==> src/rtl/salsa_pkg.sv <==
`default_nettype none

package salsa_pkg;

  typedef logic [31:0] word_t;

  // Word 0 sits in bits 31:0, so the packed block lines up with the port fields.
  typedef logic [15:0][31:0] state_t;

  typedef logic [3:0][3:0] lanes_t;

  localparam int STEPS_PER_ROUND = 4;

  // Word indexes of one quarter-round, a in [0] through d in [3].
  function automatic lanes_t qr_lanes(input logic row, input logic [1:0] q);
    lanes_t lanes;
    case ({row, q})
      3'b0_00: lanes = {4'd12, 4'd8,  4'd4,  4'd0};
      3'b0_01: lanes = {4'd1,  4'd13, 4'd9,  4'd5};
      3'b0_10: lanes = {4'd6,  4'd2,  4'd14, 4'd10};
      3'b0_11: lanes = {4'd11, 4'd7,  4'd3,  4'd15};
      3'b1_00: lanes = {4'd3,  4'd2,  4'd1,  4'd0};
      3'b1_01: lanes = {4'd4,  4'd7,  4'd6,  4'd5};
      3'b1_10: lanes = {4'd9,  4'd8,  4'd11, 4'd10};
      3'b1_11: lanes = {4'd14, 4'd13, 4'd12, 4'd15};
      default: lanes = {4'd12, 4'd8,  4'd4,  4'd0};
    endcase
    return lanes;
  endfunction

  function automatic int rot_amt(input int step);
    int amt;
    case (step)
      0:       amt = 7;
      1:       amt = 9;
      2:       amt = 13;
      3:       amt = 18;
      default: amt = 7;
    endcase
    return amt;
  endfunction

endpackage

`default_nettype wire

==> src/rtl/salsa_skid.sv <==
`default_nettype none

// Output register plus one skid entry; upstream ready is registered.
module salsa_skid (
  input  wire                    clk,
  input  wire                    rst,
  input  wire                    in_valid,
  output logic                   in_ready,
  input  wire  salsa_pkg::state_t in_data,
  output logic                   out_valid,
  input  wire                    out_ready,
  output salsa_pkg::state_t      out_data
);

  logic              skid_valid;
  salsa_pkg::state_t skid_data;
  logic              push;

  assign in_ready = !skid_valid;
  assign push     = in_valid && !skid_valid;

  always_ff @(posedge clk) begin
    if (rst) begin
      out_valid  <= 1'b0;
      skid_valid <= 1'b0;
    end else if (!out_valid || out_ready) begin
      if (skid_valid) begin
        out_valid  <= 1'b1;
        skid_valid <= 1'b0;
      end else begin
        out_valid <= push;
      end
    end else if (push) begin
      skid_valid <= 1'b1;
    end
  end

  always_ff @(posedge clk) begin
    if (!out_valid || out_ready) begin
      if (skid_valid) begin
        out_data <= skid_data;
      end else if (push) begin
        out_data <= in_data;
      end
    end else if (push) begin
      skid_data <= in_data;
    end
  end

`ifndef SYNTHESIS
  a_skid_behind_out: assert property (@(posedge clk) disable iff (rst)
    skid_valid |-> out_valid)
    else $error("skid entry held with empty output register");

  a_push_blocked: assert property (@(posedge clk) disable iff (rst)
    push && out_valid && !out_ready |=> skid_valid && out_valid)
    else $error("transaction into a held output was not kept in skid");

  a_drain: assert property (@(posedge clk) disable iff (rst)
    out_valid && out_ready && !skid_valid && !push |=> !out_valid)
    else $error("output valid after last transaction was taken");

  a_skid_move: assert property (@(posedge clk) disable iff (rst)
    skid_valid && out_ready |=> out_valid && !skid_valid)
    else $error("skid entry not moved to output");
`endif

endmodule

`default_nettype wire

==> config.mk <==
export PLATFORM = sky130hd
export DESIGN_NAME = salsa_skid
export DESIGN_NICKNAME = d
export VERILOG_FILES = /design/src/rtl/salsa_pkg.sv /design/src/rtl/salsa_skid.sv
export SDC_FILE = /design/constraint.sdc
export NUM_CORES = 1
export LEC_CHECK = 0
export ABC_AREA = 0
export ABC_CLOCK_PERIOD_IN_PS = 49700
export BUFFER_PORTS_ARGS = -buffer_cell sky130_fd_sc_hd__buf_2
export CAP_MARGIN = 10
export CORE_AREA = 2 2 406 408
export CTS_BUF_LIST = sky130_fd_sc_hd__clkbuf_4
export CTS_CLUSTER_SIZE = 28
export DETAILED_ROUTE_END_ITERATION = 10
export DIE_AREA = 0 0 408 410
export PLACE_DENSITY = 0.52
export REMOVE_ABC_BUFFERS = 1
export SYNTH_ARGS = -nofsm -noshare
export SYNTH_HDL_FRONTEND = slang
export SYNTH_SLANG_ARGS = --single-unit
==> constraint.sdc <==
create_clock -name clk -period 49.7 [get_ports clk]
set_clock_uncertainty 0.05 [all_clocks]
set_input_delay 7.455 -clock clk [delete_from_list [all_inputs] [get_ports clk]]
set_output_delay 7.455 -clock clk [all_outputs]
set_load 0.01 [all_outputs]
# Yosys cells after proc, flatten, opt, wreduce, memory -nomap -nowiden
# Cells that the tools add are included.
# word_totals
regBits	1026
inputBits	516
output_inout_bits	514
# op_classes
mux	3
bitwise_logic	1
reduce_logical	8
# op_table
operator	n
512-bit two-way mux	2
2-bit AND reduction	2
1-bit zero test	2
2-bit nonzero test	1
2-bit OR reduction	1
1-bit logical AND	1
1-bit logical OR	1
1-bit two-way mux	1
1-bit NOT	1

# Depth between registers and ports, before layout
# depth
ltp_word	4
ltp_mapped	4

# Worst setup path before layout
# Ideal clock, no wire load.
# synth_path
path_kind	input port to flip-flop
startpoint	in out_ready
endpoint	reg skid_data[0] in the netlist's numbering (enable)
setup_time_ns	2.118
arrival_time_ns	44.434
required_time_ns	47.532
path_slack_ns	3.098
stages	2
path_cell_list	nand2b_1 > nor3b_1
# synth_between
elab_chain_cells	3
# synth_lines
element	line	source
start, declared	salsa_skid.sv:11	input wire out_ready,
1-bit logical OR	salsa_skid.sv:39	if (!out_valid || out_ready) begin
1-bit NOT (no source line)	n/a	
2-bit AND reduction (no source line)	n/a	
end signal, assigned	salsa_skid.sv:46	skid_data <= in_data;
end, declared	salsa_skid.sv:16	salsa_pkg::state_t skid_data;
# No other way between the ends.
# A chain may end at the register's enable or synchronous reset.

# Final worst setup path
# layout_path
startpoint	in out_ready
endpoint	reg out_data[376] in the netlist's numbering (enable)
# layout_between
elab_chain_cells	2
# layout_lines
element	line	source
1-bit logical OR	salsa_skid.sv:39	
2-bit AND reduction (no source line)	n/a	
end signal, assigned	salsa_skid.sv:41	out_data <= skid_data;
end signal, assigned	salsa_skid.sv:43	out_data <= in_data;
end, declared	salsa_skid.sv:12	output salsa_pkg::state_t out_data
# No other way between the ends.

==> results.toml <==
[clock_network]
cts_hold_buf = 0
cts-root-buf = "clkbuf_4"
cts_buffers = 302
clk_latency_ps = 1290
clk_path_buf_depth = 4
clk_pin_slew_worst_paths_ps = 70
cts_max_level = 5
clock-sinks = 1026
cts_tree = "built"
cts_setup_buffers = 0
cts_resized = 0

[synth]
seq_area_frac_synth = 0.821
syn_area_per_cell_um2 = 23.4
synth_area_leaders = "edfxtp_1 82%, mux2_1 7.4%, mux2_2 4.9%, mux2_4 4.0%, buf_6 1.2%"
yosys.area.top_type_share = 0.819
synth-seq-cells = 1026
syn_area_mm2 = 0.0375
yosysTopAreaCell = "edfxtp_1"
netlist_instances = 1602
synth_cell_types = 15
yosysWarnings = 0

[global_routing]
track_usage = 0.125
grt_pass1_wl_um = 150000
antenna_found_initial = 45
grt-ovfl-total = 0
grt_max_degree = 142
grt_pass1_vias = 21400

[timing]
setup_viol = 0
min_period_over_period = 0.223
worstMarginPinSlew_ps = 1090
fin_tns_setup_ps = 0
worst_slack_ps = 38630
rsz0062_at_grt = "false"
hold_viol = 0
slew_violations = 0
fmax_mhz = 90.3
maxSlewHeadroom = 0.271
finalCriticalPeriod_ps = 11070

[floorplan]
die_x_um = 408
rows = 149
die_area_mm2 = 0.167
io_pins = 1030
fp.coreArea_mm2 = 0.163
die_h_um = 410
initial_core_util = 0.230

[routing]
wl_per_cell_um = 20.5
drtIter0Drc = 1319
vias = 20800
drt-total-wl_um = 109000
route.detailed.drc = 0
ant_nets = 0
viasPerCell = 3.92
drt_first_pass_iters = 5

[pwr]
max-vdd-ir-drop_mv = 0.0210
p_leak_uw = 0.0183
power_density_mw_per_mm2 = 39.6

[cells_and_area]
area_growth_syn_to_layout_pct = 30.0
final_util = 0.298
finalNetCount = 3418
n_fill_cell = 16500
layout-drive-gt1-share = 0.572

[setup_path]
start_kind = "input pin"
worstPathArrival_ps = 11840
required_ps = 50470
worstPathMaxFanout = 80
reg2reg_from = "skid_valid$_SDFFE_PP0P_"
cp-end-kind = "flop"
startpoint = "out_ready"
path_class = "input pin to flop"

[status]
outcome = "finished clean"

[worst_hold_path]
hold_class = "flop to flop"
hold_start = "skid_data[471]$_DFFE_PP_"

[place]
dpl.hpwl_um = 76900
dp_slack_ps = 37250
routabilityCongestion = 0.815
portBuffers = 1029

[run]
cap_viol_max_count = 0
==> where the power goes <==
group / internal, µW / switching, µW
combinational: 53.9 / 77.3
clock: 423 / 362
sequential: 1000 / 12.2
==> state kept, by name, summed over array words and instances (netlist names) <==
register / cells
out_valid: 1
skid_valid: 1
out_data: 512
skid_data: 512
==> final timing paths <==
check | slack [ps] | endpoint | cells after the start
hold / removal | 420 | out_data[471]$_DFFE_PP_ | 1
setup reg to reg | 44170 | out_data[376]$_DFFE_PP_ | 7
hold reg to reg | 420 | out_data[471]$_DFFE_PP_ | 1
setup / recovery | 38630 | out_data[376]$_DFFE_PP_ | 8
==> cells in the mapped netlist, drive strengths merged <==
| library cell | n |
|---|---|
| nor2b | 1 |
| nand2b | 1 |
| buf | 57 |
| nor3b | 1 |
| nor2 | 1 |
| dfxtp | 2 |
| a21oi | 1 |
| inv | 1 |
| edfxtp | 1024 |
| nor3 | 1 |
| mux2 | 512 |
==> cells by family (layout without fill, tap and decap cells) <==
group                  after synthesis  in the layout  share of synthesized area
DFF                               1026           1026                      0.821
muxes                              512            512                      0.164
buffers and inverters               58           1560                     0.0149
and+or+nand+nor                      5              5                   0.000767
AOI/OAI and AO/OA                    1              1                   0.000133
other                                0             17                          0
==> cells in the final DEF (no fill, tap or decap), drive strengths merged <==
master / count
nor3b: 1
clkinv: 57
nand2b: 1
mux2: 512
a21oi: 1
nor2b: 1
dfxtp: 2
clkbuf: 439
nor2: 1
nor3: 1
diode: 17
edfxtp: 1024
buf: 1053
bufinv: 4
inv: 7
==> critical path: stages <==
cell and delay, ps:
buf_2 100, nand2b_1 230, nor2b_4 200, buf_4 790
buf_4 860, buf_4 730, buf_4 530, buf_4 770
==> through the flow <==
| stage | power, µW | hold WS (ps) | instance area (µm²) | cells |
|---|---|---|---|---|
| after CTS | 1970 | 392 | 48700 | 5293 |
| after global routing | 2020 | 418 | 48800 | 5307 |
| after floorplan | 1140 | 459 | 37000 | 1545 |
| after global placement | 1160 | 461 | 45100 | 4787 |
| final | 1930 | 416 | 48800 | 5310 |
| after detailed placement | 1160 | 468 | 45100 | 4787 |
==> area by class of cell <==
cell class                 instances  area (µm²)  area share
tap                             2189        2740      0.0561
clock inverter                    67         364     0.00746
multi-input combinational        518        6190       0.127
clock buffer                     439        3300      0.0676
antenna                           17        42.5    0.000872
inverter                           1        3.75   0.0000769
sequential                      1026       30800       0.631
timing repair buffer            1053        5360       0.110
==> metal layers <==
metal,GRT usage,vias to the layer above,routed length (µm),share of wire
met5,0,-,277,0.0025
met4,0.0556,44,3190,0.029
met3,0.0584,232,10100,0.093
met2,0.201,922,53500,0.49
met1,0.140,10400,41700,0.38
li1,-,9227,-,-
(Power assumes the default switching activity.)
