`config.mk`:
```
export PLATFORM = sky130hd
export DESIGN_NAME = salsa_final
export DESIGN_NICKNAME = d
export VERILOG_FILES = /design/src/rtl/salsa_pkg.sv /design/src/rtl/salsa_final.sv
export SDC_FILE = /design/constraint.sdc
export NUM_CORES = 1
export LEC_CHECK = 0
export BUFFER_PORTS_ARGS = -buffer_cell sky130_fd_sc_hd__buf_4
export CAP_MARGIN = 20
export CORE_AREA = 8 8 588 590
export DETAILED_ROUTE_END_ITERATION = 8
export DIE_AREA = 0 0 596 598
export GPL_ROUTABILITY_DRIVEN = 1
export GPL_TIMING_DRIVEN = 1
export PLACE_DENSITY = 0.3
export RECOVER_POWER = 100
export SYNTH_ARGS = -nofsm -noshare
export SYNTH_HDL_FRONTEND = slang
export SYNTH_SLANG_ARGS = --single-unit
export TNS_END_PERCENT = 100
```
`constraint.sdc`:
```
create_clock -name clk -period 3.7 [get_ports clk]
set_input_delay 0.555 -clock clk [delete_from_list [all_inputs] [get_ports clk]]
set_output_delay 0.555 -clock clk [all_outputs]
set_load 0.02 [all_outputs]
```
`src/rtl/salsa_pkg.sv`:
```
`default_nettype none

package salsa_pkg;

  typedef logic [31:0] word_t;

  // Word 0 sits in bits 31:0, so the packed block lines up with the port fields.
  typedef logic [15:0][31:0] state_t;

  typedef logic [3:0][3:0] lanes_t;

  localparam int STEPS_PER_ROUND = 4;

  // Word indexes of one quarter-round, a in [0] through d in [3].
  function automatic lanes_t qr_lanes(input logic row, input logic [1:0] q);
    lanes_t lanes;
    case ({row, q})
      3'b0_00: lanes = {4'd12, 4'd8,  4'd4,  4'd0};
      3'b0_01: lanes = {4'd1,  4'd13, 4'd9,  4'd5};
      3'b0_10: lanes = {4'd6,  4'd2,  4'd14, 4'd10};
      3'b0_11: lanes = {4'd11, 4'd7,  4'd3,  4'd15};
      3'b1_00: lanes = {4'd3,  4'd2,  4'd1,  4'd0};
      3'b1_01: lanes = {4'd4,  4'd7,  4'd6,  4'd5};
      3'b1_10: lanes = {4'd9,  4'd8,  4'd11, 4'd10};
      3'b1_11: lanes = {4'd14, 4'd13, 4'd12, 4'd15};
      default: lanes = {4'd12, 4'd8,  4'd4,  4'd0};
    endcase
    return lanes;
  endfunction

  function automatic int rot_amt(input int step);
    int amt;
    case (step)
      0:       amt = 7;
      1:       amt = 9;
      2:       amt = 13;
      3:       amt = 18;
      default: amt = 7;
    endcase
    return amt;
  endfunction

endpackage

`default_nettype wire

```
`src/rtl/salsa_final.sv`:
```
`default_nettype none

// Feed-forward: add the original block back, word by word.
module salsa_final (
  input  wire                    clk,
  input  wire                    rst,
  input  wire                    en,
  input  wire                    in_valid,
  input  wire  salsa_pkg::state_t in_mix,
  input  wire  salsa_pkg::state_t in_orig,
  output logic                   out_valid,
  output salsa_pkg::state_t      out_sum
);

  salsa_pkg::state_t sum_next;

  always_comb begin
    for (int k = 0; k < 16; k++) begin
      sum_next[k] = in_mix[k] + in_orig[k];
    end
  end

  always_ff @(posedge clk) begin
    if (rst) begin
      out_valid <= 1'b0;
    end else if (en) begin
      out_valid <= in_valid;
    end
  end

  always_ff @(posedge clk) begin
    if (en) begin
      out_sum <= sum_next;
    end
  end

endmodule

`default_nettype wire

```
# Word-level counts from Yosys, hierarchy flattened

Index checks and enable logic that the tools add are counted.

Register bits after elaboration: 513
Bits of input ports: 1028
Output and inout port bits: 513
Logic and storage cells: 33

Add/sub/neg operators: 16

Operator list:

| kind         | count |
|---|---|
| adder 32 bit | 16 |

# Longest topological paths before layout

Gate-level depths: netlist (run 1).

Depth in word-level cells: 1
Depth in mapped cells: 11
Depth with buffers taken out: 11

# Least setup slack after synthesis (run 1)

No wires, ideal clock.

Kind: in2reg
From: input port in_mix[64] in the netlist's numbering
To: register out_sum[94] in the netlist's numbering, data pin
Library setup time: 0.261 ns
Arrival time: 3.150 ns
Path slack: 0.289 ns
Stages: 11
Cells stage by stage: ha_1 fa_1 a21o_1 a21oi_2 o211ai_1 a2111oi_2 nor2_1 a2111oi_2 nor2_1 a21o_1 a311o_1

RTL lines:

| what                 | line              | RTL |
|---|---|---|
| from (decl)          | salsa_final.sv:9  | `input wire salsa_pkg::state_t in_mix,` |
| to (signal assigned) | salsa_final.sv:33 | `out_sum <= sum_next;` |
| to (decl)            | salsa_final.sv:12 | `output salsa_pkg::state_t out_sum` |

==> impl_results.md, run 1 <==
* Status: finished, violations left
* Failing checks: capacitance limit, slew limit
* Setup Crit Path Kind: input port to flop
* Non-filler instance count after layout at slightly above 10000
* Clock Latency Late Sink at 0.80 ns
* Initial Utilization at 0.120
* Clk network pwr share at 0.318
* GRT overflow at 0
* Number of filler cells placed in the layout at approximately 38000
* Min Tclk post-route at approximately 3.6 ns
* Worst-Margin Slew at 1.99 ns
* Hold_sp: in_orig[448]
* Vias in the first global route at slightly above 40000
* Synth-to-layout area growth at 46.9%
* Sw Share at 0.386
* Clk sink count at roughly 510
* Worst setup path start: in_orig[352]
* RSZ-0062 raised after global routing: false
* Hold Crit Class: input port to flop
* FP Rows at between 200 and 250
* Ranking of synthesized cells by area: edfxtp_1 38%, ha_1 15%, xnor2_1 6.5%, a21o_1 5.7%, a21oi_1 5.7%
* P per Cell Area at ~430 nW/um^2
* CP startpoint kind: input port
* Crit path max fanout at 2
* Layout cells sized above 1 at 0.218
* FF-to-FF path depth at 3
* VDD IR max at 352 uV
* Max Root-Sink Buffers at 4
* Total track usage at 0.138
* Max_cap viols at 5
* Reg2reg setup slack at ~2.6 ns
* Most numerous cell in the Yosys netlist: edfxtp_1
* Vias at ~40000
* First-pass GRT wire length at 350000 microns
* Placed cells at 10100
* Via/cell ratio at ~3.9
* Share of the synthesized area in the top cell type at 0.380
* Pleak at about 0.025 uW
* Post-Synthesis Cells at roughly 4000
* CTS tree: built
* Post-synth top cells: 512 x edfxtp_1, 496 x ha_1, 462 x a21oi_1
* Number of synthesized flops with an enable pin at about 510
* Kind of end point of the critical path: flop
* Final routed DRC violation total at 0
* Final setup fails at 0
* Final Hold Viols at 0
* Die W at approximately 600 microns
* Antenna-violating nets left at 0
* CTS Buf Count at 88
* Initial antenna violation count at 45
* DR WL/cell at roughly 25 microns
* H-tree depth at 3
* Max-slew headroom at -0.327
* Flop pwr share at 0.317
* Hold endpoint: out_sum[448]
* Post-CTS Setup Inserts at 0
* Die height at approximately 600 microns
* PortBufs at 1540
* IO Pins at around 1500
* Final core utilization at 0.177
* Biggest area consumer among synthesized cells: edfxtp_1
* Post-CTS sizing at 0
* Largest net degree at the start of global routing at ~80
* Ys async rst share at 0
* Root Driver: clkbuf_16
* Drt total wl at 261000 microns
* Primary FF master, synth: edfxtp_1
* Switch Pwr at between 9000 and 10000 uW
* Max Clk Rate at between 200 and 300 MHz
* Clk pin slew, worst setup/hold paths at approximately 0.05 ns
* Detailed placement HPWL at 228000 microns
* CP Data Required Time at between 4 and 5 ns
* Synth Cell Area at about 40000 sq um
* First-pass DRT Iterations at 5
* Core ar. at around 340000 sq um
* Warnings, synthesis at 0
* Launching point of the worst reg2reg path: out_valid
* Clk_skew at 0 ns
* Max-slew violations at 160
* Die Area at approximately 360000 sq um
* Yosys cell types at 84
* Iteration-0 DRC Markers at 2242
* Avg Inst Size Synth at 10.1 sq um
* Final-stage net count at around 7300
* Final worst path period share at 0.971
* Cell Int Power at 15800 uW
* Worst EP arrival at 4.11 ns
* GPL Wtd Cong at between 0.8 and 0.9
* Logic pwr share at 0.365
* #FFs+latches synth at a little over 500
* Post-Syn Nets at 5561
* Register area share after synthesis at 0.381
* WHS Path Cells at 2
* R2r endpoint: out_valid
* WHS at ~0.098 ns
==> power by group through the flow <==
stage | sequential (uW) | combinational, uW | clock (uW)
2_1_floorplan | 9270 | 3780 | 0
3_3_place_gp | 8350 | 10500 | 0
3_5_place_dp | 8330 | 10500 | 0
4_1_cts | 8250 | 10600 | 8630
5_1_grt | 8290 | 10200 | 8800
6_report | 8170 | 9410 | 8190
==> routing by layer <==
| layer | track usage | share of wire | wire length, microns |
|---|---|---|---|
| met5 | 0 | 0.00070 | 182 |
| met4 | 0.0288 | 0.023 | 6030 |
| met3 | 0.0500 | 0.082 | 21400 |
| met2 | 0.249 | 0.50 | 130000 |
| met1 | 0.155 | 0.40 | 103000 |
==> per-stage QoR <==
step	power [uW]	area [sq um]	setup TNS, ns	worst slack [ns]
5_1_grt	27300	59400	0	0.0594
2_1_floorplan	13000	40400	0	0.289
3_3_place_gp	18900	58900	-0.887	-0.156
6_report	25800	59400	0	0.107
4_1_cts	27400	61900	0	0.293
3_5_place_dp	18800	58900	-0.922	-0.159
==> repair_timing <==
action | 4_1_cts | 5_1_grt
hold buffers | 28 | 0
endpoints found under the setup margin | 0 | 0
hold endpoints to repair | 15 | 0
==> kinds of logic after synthesis <==
group | count (synthesis) | synth area share
XOR/XNOR | 448 | 0.0970
AND/OR/NAND/NOR | 957 | 0.117
flip-flops | 513 | 0.381
adder cells (fa/ha/maj) | 512 | 0.161
buffers and inverters | 184 | 0.0171
AO/OA/AOI/OAI | 1399 | 0.225
multiplexers | 8 | 0.00201
==> cells in the final DEF, fill, tap and decap left out, types with 20 or more instances in the layout <==
cell,count
a211oi_1,28
a21o_1,309
a21oi_1,465
a31oi_1,44
and2_1,22
and3_1,52
buf_4,1077
clkbuf_1,626
clkbuf_16,88
clkbuf_4,41
clkinv_1,20
dlygate4sd3_1,28
edfxtp_1,512
ha_1,496
inv_1,109
nand2_1,229
nand2b_1,61
nand3_1,82
nand4_1,51
nor2_1,238
nor2b_1,61
nor3_1,68
o21a_1,53
o21ai_0,210
o21bai_1,75
o31ai_1,23
xnor2_1,302
xor2_1,146
==> worst max path at each step <==
stage	cells after the start	slack [ns]	end
2_1_floorplan	11	0.29	out_sum[94]
3_3_place_gp	12	-0.16	out_sum[254]
3_5_place_dp	12	-0.16	out_sum[254]
4_1_cts	13	0.29	out_sum[305]
5_1_grt	14	0.06	out_sum[286]
6_report	14	0.11	out_sum[380]
==> layout make-up <==
class | count | area (sq um) | share of cell area
Antenna cell | 17 | 42.5 | 0.000716
Clock buffer | 105 | 2270 | 0.0381
Clock inverter | 50 | 428 | 0.00720
Inverter | 109 | 409 | 0.00689
Multi-Input combinational cell | 3324 | 24300 | 0.409
Sequential cell | 513 | 15400 | 0.259
Tap cell | 4407 | 5510 | 0.0928
Timing Repair Buffer | 1765 | 11100 | 0.186
==> registers in the layout, summed over array words and instances (netlist names) <==
name / cells
out_sum: 512
out_valid: 1
==> critical path: stages <==
cell and delay [ns]:
dlygate4sd3_1 0.53, clkbuf_4 0.13, ha_1 0.22, fa_1 0.40, a21o_1 0.20, a21oi_1 0.37, buf_12 0.18, o21a_1 0.22
o311ai_0 0.29, a21oi_1 0.23, a21oi_1 0.11, a21o_1 0.22, a211oi_1 0.31, xnor2_1 0.12
Power figures use the tool's default switching activity.
==> run 2: changes to the inputs <==
- SETUP_SLACK_MARGIN: unset -> 0.5
==> run 2 against run 1 <==
Cell area rose by 0.27%; the flow still finishes with violations (capacitance limit, slew limit); largest power group unchanged; non-clock buffer count stayed put; global-route usage rose by 0.55 points; utilization hardly changed; combinational power is 0.9% higher.
==> impl_results.md, run 2 (synthesized netlist as in run 1, its figures left out) <==
* Most frequent cells in the layout: 1065 x buf_4, 644 x clkbuf_1, 512 x edfxtp_1
* Initial Utilization at 0.120 (unchanged)
* Buf+Inv Stages, Crit Path at 4 (+1)
* GPL Wtd Cong at 0.847 (-3.1%)
* Die Area at 356000 sq um (unchanged)
* Vias in the first global route at 41600 (+0.18%)
* Final core utilization at 0.177 (+0.000474)
* Initial antenna violation count at 42 (-6.7%)
* Pleak at 0.0249 uW (+0.23%)
* DP Area at 59000 sq um (+0.11%)
* CTS Buf Count at 89 (+1.1%)
* Setup Slack @ Placement at -0.508 ns (-0.349 ns)
* WHS at 0.118 ns (+0.0199 ns)
* Final setup fails at 0 (unchanged)
* Largest Register: out_sum
* Drt total wl at 270000 microns (+3.6%)
* Crit path max fanout at 3 (+1)
* Tot Pwr at 26600 uW (+3.0%)
* CP Data Required Time at 4.20 ns (about the same)
* Max incr delay on CP at 0.40 ns (-0.13 ns)
* Setup Crit Path Kind: input port to flop
* FP Rows at 213 (unchanged)
* Vias at 39700 (-0.32%)
* Fin worst setup slack at 0.339 ns (+0.232 ns)
* Clk sink count at 513 (unchanged)
* Post-Layout Inst Area at 59600 sq um (+0.27%)
* Kind of end point of the critical path: flop
* First-pass GRT wire length at 360000 microns (+3.0%)
* Clk_skew at 0 ns (unchanged)
* Clock Latency Late Sink at 0.78 ns (-0.02 ns)
* Detailed placement HPWL at 237000 microns (+3.7%)
* CP delay by family, top: compound AO/OA/AOI/OAI gates
* Cell mode on critical path: clkbuf_1
* PortBufs at 1540 (unchanged)
* Clk pin slew, worst setup/hold paths at 0.06 ns (about the same)
* Largest net degree at the start of global routing at 57 (-30%)
* Worst-Margin Slew at 2.84 ns (+0.847 ns)
* Worst EP arrival at 3.86 ns (-0.25 ns)
* CTS tree: built
* Final Hold Viols at 0 (unchanged)
* Status: finished, violations left
* Die height at 598 microns (unchanged)
* GRT overflow at 0 (unchanged)
* Max Root-Sink Buffers at 4 (unchanged)
* CP startpoint kind: input port
* Layout cells sized above 1 at 0.218 (about the same)
* P per Cell Area at 446 nW/um^2 (+2.8%)
* DR WL/cell at 26.2 microns (+3.6%)
* Failing checks: capacitance limit, slew limit
* Commonest non-fill, non-tap cell in the layout: buf_4
* Total track usage at 0.143 (+0.00547)
* Die W at 596 microns (unchanged)
* Iteration-0 DRC Markers at 1952 (-13%)
* First-pass DRT Iterations at 7 (+2)
* Final routed DRC violation total at 0 (unchanged)
* Hold Crit Class: input port to flop
* Launching point of the worst reg2reg path: out_valid
* Via/cell ratio at 3.86 (-0.30%)
* IO Pins at 1541 (unchanged)
* Final worst path period share at 0.908 (-0.0628)
* Antenna-violating nets left at 0 (unchanged)
* Crit path max-delay cell type: fa_1
* VDD IR max at 296 uV (-16%)
* Synth-to-layout area growth at 47.3%
* Largest register FFs at 512 (unchanged)
* Final-stage net count at 7342 (+0.014%)
* Regs by FF count: out_sum (512), out_valid (1)
* Root Driver: clkbuf_16
* CP cell instances: clkbuf_4 > ha_1 > fa_1 > a21oi_1 > o21bai_1 > a2111oi_2 > clkbuf_1 > o311ai_0 > o21ai_0 > clkbuf_1 > o31a_1 > clkbuf_1 > o21bai_1 > a21oi_1 > xnor2_1
* Hold_sp: in_mix[1]
* Max Clk Rate at 298 MHz (+6.9%)
* Max_cap viols at 1 (-4)
* Min Tclk post-route at 3.36 ns (-0.232 ns)
* Max-slew headroom at -0.891 (-0.565)
* Max-slew violations at 43 (-73%)
* RSZ-0062 raised after global routing: true
* H-tree depth at 3 (unchanged)
* Worst setup path start: in_mix[416]
* Core ar. at 336000 sq um (unchanged)
==> run 2: changes by cell type in the layout (fill, tap and decap cells not counted), sizes merged <==
cell,change
buf,-10
clkinvlp,-1
inv,+2
bufinv,+7
diode,-4
clkbuf,+23
clkinv,-9
dlygate4sd3,-9
clkdlybuf4s25,-1
==> run 2: layout make-up <==
type                    count  area (sq um)
fillers                 38000        276000
multi-input cells        3324         24300
flip-flops and latches    513         15400
repair buffers           1765         11000
well taps                4407          5510
clock buffers             108          2320
clock inverters            49           596
inverters                 109           409
diodes                     13          32.5
==> run 2: power breakdown <==
group | switching, uW | internal [uW] | leakage [uW]
clock network | 3530 | 5350 | 0.00142
logic | 6150 | 3340 | 0.0184
registers | 482 | 7700 | 0.00502
total | 10200 | 16400 | 0.0249
==> run 2: stage by stage <==
step | cells | setup TNS [ns]
final | 10300 | 0
after global routing | 10300 | 0
after CTS | 10300 | 0
after detailed placement | 10100 | -4.20
after global placement | 10100 | -4.38
after floorplan | 4021 | 0
==> run 2: final timing paths <==
path                        to  cells after the start  slack (ns)
hold / removal      out_sum[1]                      2        0.12
setup reg to reg     out_valid                      3        2.56
setup / recovery  out_sum[440]                     15        0.34
hold reg to reg      out_valid                      3        1.06
==> run 2: worst reg2reg max path, delay by kind of cell, from the launching register on <==
kind                   cells  cell delay [ns]
AND/OR/NAND/NOR            1             0.06
flip-flops                 1             0.31
buffers and inverters      1             0.55
multiplexers               1             0.12
==> run 2: metal layers <==
metal,global-route usage,vias to the layer above,share of wire
met5,0,-,0.00045
met4,0.0240,18,0.019
met3,0.0500,204,0.080
met2,0.260,1277,0.50
met1,0.164,19300,0.40
li1,-,18900,-
==> run 2: timing repair <==
item,in CTS,in global routing
endpoints found under the setup margin,1,25
endpoints found under the hold margin,13,0
hold buffers,19,0
cloned,0,0
pin swaps,0,5
buffers inserted,0,3
resized for setup,1,14
==> run 3: changes to the inputs <==
- CTS_BUF_LIST: unset -> sky130_fd_sc_hd__clkbuf_8
==> run 3 against run 2 <==
The run still ends with capacitance limit, slew limit left; register-to-register slack hardly changed; combinational power is 2.3% higher; cell count is 2.3% higher; sequential power hardly changed; clock power is 13% lower; global-route usage is 0.084 points higher; largest cell class unchanged.
==> impl_results.md, run 3 (synthesized netlist as in run 1, its figures left out) <==
* Status: finished, violations left
* Failing checks: capacitance limit, slew limit
* First-pass GRT wire length at 364000 microns (+0.91%)
* Iteration-0 DRC Markers at 1897 (-2.8%)
* Clock Latency Late Sink at 0.87 ns (+0.09 ns)
* Number of filler cells placed in the layout at 38000 (-0.016%)
* CTS Buf Count at 134 (+51%)
* Switch Pwr at 10300 uW (+1.0%)
* Max Root-Sink Buffers at 4 (unchanged)
* Max-slew violations at 45 (+4.7%)
* Total track usage at 0.144 (+0.000838)
* Crit path max fanout at 3 (unchanged)
* Final-stage net count at 7540 (+2.7%)
* Max-slew headroom at -0.736 (+0.155)
* CP startpoint kind: input port
* Logic pwr share at 0.379 (+0.022)
* Clk sink count at 513 (unchanged)
* P per Cell Area at 421 nW/um^2 (-5.5%)
* VDD IR max at 186 uV (-37%)
* Final core utilization at 0.181 (+0.00389)
* Synth-to-layout area growth at 50.5%
* Final worst path period share at 0.922 (+0.0136)
* Most frequent cells in the layout: 1054 x buf_4, 628 x clkbuf_1, 512 x edfxtp_1
* Initial Utilization at 0.120 (unchanged)
* Final Hold Viols at 0 (unchanged)
* Vias at 40600 (+2.3%)
* Largest Register: out_sum
* GRT overflow at 0 (unchanged)
* Flop pwr share at 0.319 (+0.011)
* Root Driver: clkbuf_8
* WHS at 0.188 ns (+0.0701 ns)
* Setup Crit Path Kind: input port to flop
* FF-to-FF path depth at 3 (unchanged)
* WHS Path Cells at 4 (+2)
* Cell Int Power at 15400 uW (-6.2%)
* Final setup fails at 0 (unchanged)
* Worst EP arrival at 4.02 ns (+0.16 ns)
* Max incr delay on CP at 0.53 ns (+0.13 ns)
* Crit path max-delay cell type: dlygate4sd3_1
* Hold endpoint: out_sum[131]
* Final routed DRC violation total at 0 (unchanged)
* Worst-Margin Slew at 2.60 ns (-0.233 ns)
* Largest net degree at the start of global routing at 57 (unchanged)
* Hold Crit Class: input port to flop
* RSZ-0062 raised after global routing: false
* CP cell instances: dlygate4sd3_1 > clkbuf_4 > ha_1 > fa_1 > a21oi_1 > o21ai_0 > a21boi_0 > nor4_1 > o21a_1 > o311a_1 > o2111a_1 > a221oi_1 > xnor2_1
* Die height at 598 microns (unchanged)
* Clk network pwr share at 0.302 (-0.032)
* Die W at 596 microns (unchanged)
* Kind of end point of the critical path: flop
* CP Data Required Time at 4.31 ns (+0.11 ns)
* Buf+Inv Stages, Crit Path at 2 (-2)
* Post-Layout Inst Area at 60900 sq um (+2.2%)
* Clk_skew at 0 ns (unchanged)
* Antenna-violating nets left at 0 (unchanged)
* CP delay by family, top: compound AO/OA/AOI/OAI gates
* Layout cells sized above 1 at 0.218 (about the same)
* CTS tree: built
* GPL Wtd Cong at 0.847 (unchanged)
* H-tree depth at 4 (+1)
* Initial antenna violation count at 50 (+19%)
* R2r endpoint: out_valid
* Detailed placement HPWL at 237000 microns (unchanged)
* Reg2reg setup slack at 2.56 ns (about the same)
* Max_cap viols at 1 (unchanged)
* Commonest non-fill, non-tap cell in the layout: buf_4
* IO Pins at 1541 (unchanged)
* Tot Pwr at 25600 uW (-3.4%)
* Drt total wl at 271000 microns (+0.54%)
* Sw Share at 0.401 (+0.0175)
* DR WL/cell at 25.8 microns (-1.7%)
* FP Rows at 213 (unchanged)
* DP Area at 59000 sq um (unchanged)
* Vias in the first global route at 42700 (+2.6%)
* Regs by FF count: out_sum (512), out_valid (1)
* Die Area at 356000 sq um (unchanged)
* Max Clk Rate at 293 MHz (-1.5%)
* PortBufs at 1540 (unchanged)
* Via/cell ratio at 3.86 (about the same)
* Clk pin slew, worst setup/hold paths at 0.05 ns (about the same)
* Largest register FFs at 512 (unchanged)
* Min Tclk post-route at 3.41 ns (+0.0503 ns)
* Core ar. at 336000 sq um (unchanged)
* Pleak at 0.0255 uW (+2.6%)
* First-pass DRT Iterations at 5 (-2)
* Hold_sp: in_mix[130]
* Launching point of the worst reg2reg path: out_valid
[run 3: changes by cell type in the layout (fill, tap and decap cells not counted), moves of 14 or more]
cell,before,now
clkbuf_1,644,628
clkbuf_16,90,0
clkbuf_4,41,55
clkbuf_8,0,138
clkinv_1,17,32
dlygate4sd3_1,19,174
inv_1,109,141
[run 3: worst register-to-register path, cell delays in order, from the launching register on]
cell	delay [ns]
dfxtp_1	0.31
mux2i_1	0.12
nor2_1	0.06
dlygate4sd3_1	0.55
[run 3: worst max path at each step]
| stage | start | to | slack [ns] | cells after the start |
|---|---|---|---|---|
| after detailed placement | in_orig[354] | out_sum[382] | -0.51 | 14 |
| after global placement | in_orig[354] | out_sum[382] | -0.53 | 14 |
| after global routing | in_orig[96] | out_sum[126] | 0.27 | 13 |
| after floorplan | in_mix[64] | out_sum[94] | 0.45 | 11 |
| final | in_orig[96] | out_sum[126] | 0.29 | 13 |
| after CTS | in_orig[192] | out_sum[222] | 0.53 | 14 |
[run 3: final cells by class]
cell class              instances  area (sq um)  share of cell area
repair buffers               1918         12500               0.206
flip-flops and latches        513         15400               0.253
inverters                     109           409             0.00672
well taps                    4407          5510              0.0906
clock buffers                 138          1900              0.0312
clock inverters                96           688              0.0113
diodes                         19          47.5            0.000781
multi-input cells            3324         24400               0.401
[run 3: stage by stage]
stage / setup TNS [ns] / setup WS [ns] / std cells
after global placement: -4.38 / -0.531 / 10100
final: 0 / 0.289 / 10500
after global routing: 0 / 0.271 / 10500
after floorplan: 0 / 0.447 / 4021
after CTS: 0 / 0.525 / 10500
after detailed placement: -4.20 / -0.508 / 10100
[run 3: repair_timing]
item / in CTS / in global routing
setup buffers: 0 / 1
endpoints found under the setup margin: 0 / 31
resized for setup: 0 / 22
hold buffers: 174 / 0
endpoints found under the hold margin: 98 / 0
[run 3: power by group through the flow]
stage	sequential [uW]	combinational (uW)	clock, uW
finish	8190	9710	7750
global route	8300	10500	8460
CTS	8270	10900	8340
detailed placement	8350	10600	0
global placement	8360	10700	0
floorplan	9270	3790	0
[run 3: layer usage]
layer  GRT usage  share of wire  up-vias
met1       0.164           0.40    19600
li1            -              -    19300
met3      0.0510          0.082      263
met2       0.260           0.50     1372
met5           0        0.00070        -
met4      0.0279          0.021       30
